**src/rtl/core/record_sorter_by_key_defines.svh**
```systemverilog
// Assertion macros shared by the record sorter RTL.
// No dependencies; taken in by files that carry concurrent checks.
`ifndef RECORD_SORTER_BY_KEY_DEFINES_SVH
`define RECORD_SORTER_BY_KEY_DEFINES_SVH

// Same-cycle implication, disabled during reset.
`define RSK_ASSERT_SAME(label, clk, rst, ante, cons) \
  label: assert property (@(posedge clk) disable iff (rst) (ante) |-> (cons)) \
    else $error("record sorter check failed");

// Next-cycle implication, disabled during reset.
`define RSK_ASSERT_NEXT(label, clk, rst, ante, cons) \
  label: assert property (@(posedge clk) disable iff (rst) (ante) |=> (cons)) \
    else $error("record sorter check failed");

`endif

```
**src/rtl/core/rsk_pkg.sv**
```systemverilog
// Package for the record sorter: record type, cell control struct,
// register indexes and sequencer states. No dependencies.
package rsk_pkg;

  localparam int ID_W  = 31;
  localparam int AMT_W = 31;
  localparam int TAG_W = 6;

  // Configuration register indexes
  localparam logic REG_SORT_KEY   = 1'b0;
  localparam logic REG_DESCENDING = 1'b1;

  typedef struct packed {
    logic [ID_W-1:0]  id;
    logic [AMT_W-1:0] amount;
    logic [TAG_W-1:0] tag;
  } rsk_rec_t;

  // Control broadcast from the sequencer to every cell
  typedef struct packed {
    logic load;       // write the incoming record into the cell at the fill position
    logic sort;       // compare-exchange pass in progress
    logic odd_phase;  // pairs (odd, odd+1) active when set, (even, even+1) when clear
    logic shift;      // move every record one cell toward cell 0
    logic key_id;     // compare ids when set, amounts when clear
    logic desc;       // descending order when set
  } rsk_ctrl_t;

  typedef enum logic [1:0] {
    ST_LOAD,
    ST_SORT,
    ST_EMIT
  } rsk_state_t;

endpackage

```
**src/rtl/core/rsk_cell.sv**
```systemverilog
// One sorter cell: holds a record, compares it with the upper neighbor.
// Depends on rsk_pkg.
module rsk_cell
  import rsk_pkg::*;
#(
  parameter int INDEX = 0,
  parameter int CNT_W = 7
) (
  input  logic             clk,
  input  rsk_ctrl_t        ctrl,
  input  logic [CNT_W-1:0] count,
  input  rsk_rec_t         in_rec,
  input  rsk_rec_t         up_rec,
  input  rsk_rec_t         lo_rec,
  input  logic             lo_swap,
  output rsk_rec_t         rec,
  output logic             swap_up
);

  localparam logic PAIR_ODD = ((INDEX % 2) == 1) ? 1'b1 : 1'b0;

  logic             self_valid;
  logic             up_valid;
  logic             wr_sel;
  logic [ID_W-1:0]  key_self;
  logic [ID_W-1:0]  key_up;
  logic             after;
  rsk_rec_t         rec_next;

  assign self_valid = CNT_W'(INDEX) < count;
  assign up_valid   = CNT_W'(INDEX + 1) < count;
  assign wr_sel     = ctrl.load && (count == CNT_W'(INDEX));

  assign key_self = ctrl.key_id ? rec.id : rec.amount;
  assign key_up   = ctrl.key_id ? up_rec.id : up_rec.amount;
  assign after    = ctrl.desc ? (key_self < key_up) : (key_self > key_up);

  // Exchange only when strictly out of order, so equal keys never cross
  assign swap_up = ctrl.sort && (ctrl.odd_phase == PAIR_ODD) &&
                   self_valid && up_valid && after;

  always_comb begin
    rec_next = rec;
    if (wr_sel) begin
      rec_next = in_rec;
    end else if (ctrl.shift) begin
      rec_next = up_rec;
    end else if (swap_up) begin
      rec_next = up_rec;
    end else if (lo_swap) begin
      rec_next = lo_rec;
    end
  end

  always_ff @(posedge clk) begin
    rec <= rec_next;
  end

endmodule

```
**config.mk**
```make
export PLATFORM = sky130hd
export DESIGN_NAME = rsk_cell
export DESIGN_NICKNAME = d
export VERILOG_FILES = /design/src/rtl/core/record_sorter_by_key_defines.svh /design/src/rtl/core/rsk_pkg.sv /design/src/rtl/core/rsk_cell.sv
export SDC_FILE = /design/constraint.sdc
export NUM_CORES = 1
export LEC_CHECK = 0
export ABC_AREA = 1
export BUFFER_PORTS_ARGS = -buffer_cell sky130_fd_sc_hd__buf_4
export CAP_MARGIN = 20
export CORE_AREA = 2 2 112 114
export DETAILED_ROUTE_END_ITERATION = 12
export DIE_AREA = 0 0 114 116
export PLACE_DENSITY = 0.83
export SLEW_MARGIN = 25
export SYNTH_ARGS = -nofsm -noshare
export SYNTH_HDL_FRONTEND = slang
export SYNTH_SLANG_ARGS = --single-unit
```
**constraint.sdc**
```tcl
create_clock -name clk -period 15.5 [get_ports clk]
set_input_delay 0.775 -clock clk [delete_from_list [all_inputs] [get_ports clk]]
set_output_delay 0.775 -clock clk [all_outputs]
set_load 0.005 [all_outputs]
```
# After elaboration in Yosys (flattened, before gate mapping)
# Cells that the tools add are included.
# word_totals
reg_bits	68
in_bits	219
output_inout_bits	69
wordCells	22
# classes
magnitude_cmp	4
n_mux	7
n_bitwise	1
n_reduce_logical	7
# ops
operator	n
two-way mux 68 bit	4
two-way mux 31 bit	2
> comparator 31 bit	1
less-than comparator 31 bit	1
less-than comparator 1 x 7 -> 1 bit (first input constant)	2
logical NOT 7 bit	1
logical AND 1 bit	5
nonzero test 4 bit	1
two-way mux 1 bit	1
NOT 1 bit	1

# Depth between registers and ports, before layout
# depth
depth_word	8
depth_mapped	23
depth_no_buf	19

# Worst setup path after synthesis
# Ideal clock, no wire load.
# synth_path
path_kind	input-to-reg
startpoint	input port ctrl[1] in the netlist's numbering
endpoint	register rec[0] in the netlist's numbering, enable pin
setup_time_ns	0.889
t_arrival_ns	4.693
required_time_ns	14.611
setup_slack_ns	9.918
cell_stages	14
n_path_buf	3
path_cell_list	clkbuf_1 -> clkbuf_1 -> mux2_2 -> ha_1 -> a21o_1 -> nor2_1 -> nand2_1 -> a21oi_1 -> nand2_2 -> nand2_1 -> nand2_2 -> nand2_4 -> clkbuf_1 -> nand3_1
# synth_via
elab_chain_len	5
elab_cells_between_ends	7
cone_classes	order compare: 2; mux: 3; reduce/logical: 2
# synth_rtl
item	line_no	text
from (decl)	rsk_cell.sv:10	input rsk_ctrl_t ctrl,
two-way mux 31 bit, on equally long branches	rsk_cell.sv:34, rsk_cell.sv:35	
> comparator 31 bit / less-than comparator 31 bit (equally long branches)	rsk_cell.sv:36	assign after = ctrl.desc ? (key_self < key_up) : (key_self > key_up);
two-way mux 1 bit *	rsk_cell.sv:36	
logical AND 1 bit *	rsk_cell.sv:40	self_valid && up_valid && after;
nonzero test 4 bit (no line) *	--	
to (signal assigned)	rsk_cell.sv:56	rec <= rec_next;
to (decl)	rsk_cell.sv:16	output rsk_rec_t rec,
# Mark *: on every way between the ends. The rest lies on a longest branch, timed or not.
# A chain may end at the register's enable or synchronous reset.

# Final worst setup path
# layout_path
startpoint	input port ctrl[1] in the netlist's numbering
endpoint	register rec[53] in the netlist's numbering, enable pin
# The elaborated chain is that of the path after synthesis.

==> impl_metrics.py <==
metrics = {
    "cts": {
        "clkTransAtPathRegs_ns": 0.06,
        "cts_num_sinks": 68,
        "cts_tree": "built",
        "numCtsBuffers": 9,
        "hold_buffers": 0,
        "cts_root_buffer": "clkbuf_16",
        "clock_path_buffers": 2,
        "insertion_delay_ns": 0.32,
        "cts_resized": 0,
        "cts_htree_levels": 3,
        "post_cts_buffers": 0,
    },
    "finish": {
        "antenna_cells": 0,
        "area_delta_synth_final_pct": 44.9,
        "design_area_um2": 8260,
        "drive_above_1_share_pct": 31.8,
        "layout_top_registers": "rec (68)",
        "final_nets": 1327,
        "largest_register_ffs": 68,
        "regMostFlops": "rec",
    },
    "critical_path": {
        "start_kind": "primary input",
        "end_kind": "flop",
        "startpoint": "ctrl[1]",
        "critPathMaxFanout": 93,
        "cp.required_ns": 15.26,
        "r2r-start": "rec[67]",
        "path_class": "primary input to flop",
        "crit_arrival_ns": 4.64,
    },
    "sta": {
        "finalCriticalPeriod_ns": 4.88,
        "slew_headroom_pct": 34.5,
        "grt_setup_unrepaired": "no",
        "hold_ws_ns": 0.722,
        "skew_ns": 0.0121,
        "tightest_slew_ns": 0.982,
        "slew_viol_final": 0,
        "min_period_over_period_pct": 31.5,
        "hold_violations": 0,
        "finalSetupTns_ns": 0,
        "fmax_ghz": 0.205,
        "setup_viol": 0,
    },
    "global_routing": {
        "grt_use_met3_pct": 5.18,
        "grt_start_max_net_pins": 94,
        "track_usage_pct": 25.8,
        "met2_usage_pct": 46.2,
        "antenna_found_initial": 0,
        "grt_use_met1_pct": 30.6,
        "grt_pass1_wl_mm": 27.2,
        "overflow": 0,
        "busiest_layer": "met2",
        "grt_pass1_vias": 5807,
    },
    "place": {
        "dp_hpwl_mm": 12.8,
        "gp_congestion": 0.940,
        "place_area_um2": 7870,
        "numPortBuffers": 287,
    },
    "detailed_routing": {
        "via_per_inst": 5.01,
        "drtAntennaViolNets": 0,
        "drc": 0,
        "drt-total-wl_mm": 17.7,
        "num_vias": 6155,
        "avgRoutedWirePerCell_um": 14.4,
        "drt_first_pass_iters": 5,
        "drtIter0Drc": 419,
    },
    "synth": {
        "yosys.area.top_type": "edfxtp_1",
        "ys_ff_latch": 68,
        "netlist_instances": 822,
        "synth.area.mux_share_pct": 6.10,
        "synth_nets": 1072,
        "synth_top_family_by_area": "simple AND/OR/NAND/NOR gates",
        "synth_top_area_share_pct": 35.8,
        "synth_compound_gate_area_share_pct": 4.02,
        "yosysWarnings": 0,
        "synthAdderAreaFrac_pct": 6.81,
        "synthXorXnorAreaFrac_pct": 0,
        "avgSynthCellArea_um2": 6.93,
        "synth_area_leaders": "edfxtp_1, nand2_1, nand3_1",
        "synthSimpleGateAreaFrac_pct": 33.2,
        "synth_flop_cell": "edfxtp_1",
        "async_flop_share_pct": 0,
        "synth_cell_type_count": 26,
        "syn-cell-area_um2": 5700,
        "synth-edff-count": 68,
        "ys_seq_area_share_pct": 35.8,
    },
    "pwr": {
        "power.share.sequential_pct": 34.2,
        "intPower_uw": 526,
        "switchingPower_uw": 186,
        "switching_share_pct": 26.1,
        "p_total_uw": 713,
        "pwr-share-comb_pct": 28.6,
        "vdd_drop_max_v": 0.0000639,
        "p_clk_share_pct": 37.2,
        "p_leak_uw": 0.00458,
        "powerDensity_nw_per_um2": 86.3,
    },
    "outcome": {
        "status": "finished clean",
    },
    "die": {
        "ios": 288,
        "die_h_um": 116,
        "initial_core_util_pct": 47.8,
        "die_area_um2": 13200,
        "die_x_um": 114,
        "coreArea_um2": 11900,
        "rows": 40,
    },
    "hold_path": {
        "min_path_type": "primary input to flop",
        "min_from": "in_rec[64]",
    },
    "flow_run": {
        "cap_violations": 0,
    },
}
synthesized netlist by cell type, types with 4 or more instances:
master      n
a21oi_1    10
nand2_1   280
nand3_1   142
inv_1     157
clkbuf_1   29
ha_1       31
nand4_1     4
mux2_2     30
o21ai_0    31
buf_2      10
nor2_1      9
edfxtp_1   68
layer usage:
layer	part of all wire [%]	wire length, um	up-vias
li1	-	-	3111
met3	8.1	1440	47
met2	50	8820	277
met4	3.2	572	0
met1	39	6870	2720
met5	0	0	-
power by group through the flow:
stage                     sequential, uW  clock, uW  combinational, uW
final                                244        265                204
after global routing                 246        275                228
after CTS                            244        268                205
after detailed placement             247          0                204
after global placement               247          0                199
after floorplan                      246          0                101
kinds of logic after synthesis:
| logic type | after synthesis |
|---|---|
| multiplexers | 31 |
| AO/OA/AOI/OAI | 44 |
| AND/OR/NAND/NOR | 444 |
| flip-flops | 68 |
| buffers and inverters | 204 |
| adder cells (fa/ha/maj) | 31 |
stage by stage:
stage | utilization, % | cells | worst slack [ns]
3_3_place_gp | 66.0 | 1213 | 10.40
5_1_grt | 69.3 | 1229 | 10.20
2_1_floorplan | - | 822 | 9.92
4_1_cts | 69.3 | 1229 | 10.65
3_5_place_dp | 66.1 | 1213 | 10.33
6_report | 69.3 | 1229 | 10.62
worst max-delay path: stages:
cell and delay (ns):
buf_4 0.68, mux2_2 0.42, ha_1 0.31, nand2_1 0.09, inv_1 0.04, a21oi_1 0.16, nand2_1 0.11, nand2_1 0.07
nand2_1 0.05, nand2_1 0.07, nand2_2 0.06, nand2_1 0.07, nand2_2 0.06, nand2_4 0.59, nand3_4 0.94
cells in the final DEF, fill, tap and decap left out, drive strengths merged:
master,count
nand4,4
clkbuf,9
nand3b,1
a21o,2
buf,289
a21oi,11
inv,159
nor4,1
mux2,30
o21ai,31
nor3,2
nand3,142
nor2,10
clkinv,2
bufinv,5
nand2,284
ha,31
mux2i,1
edfxtp,68
final cells by class:
class	instances	area (um2)
timing repair buffer	289	2170
tap	147	184
sequential	68	2040
clock buffer	9	225
fill	1001	3650
multi-input combinational	550	2870
inverter	159	599
clock inverter	7	163
path summary, 6_finish.rpt:
| path | slack (ns) | to | cells past startpoint |
|---|---|---|---|
| setup / recovery | 10.62 | rec[53] | 15 |
| hold / removal | 0.72 | rec[64] | 3 |
| setup reg to reg | 11.49 | rec[53] | 11 |
| hold reg to reg | 1.94 | rec[21] | 11 |
(Power assumes the default switching activity.)
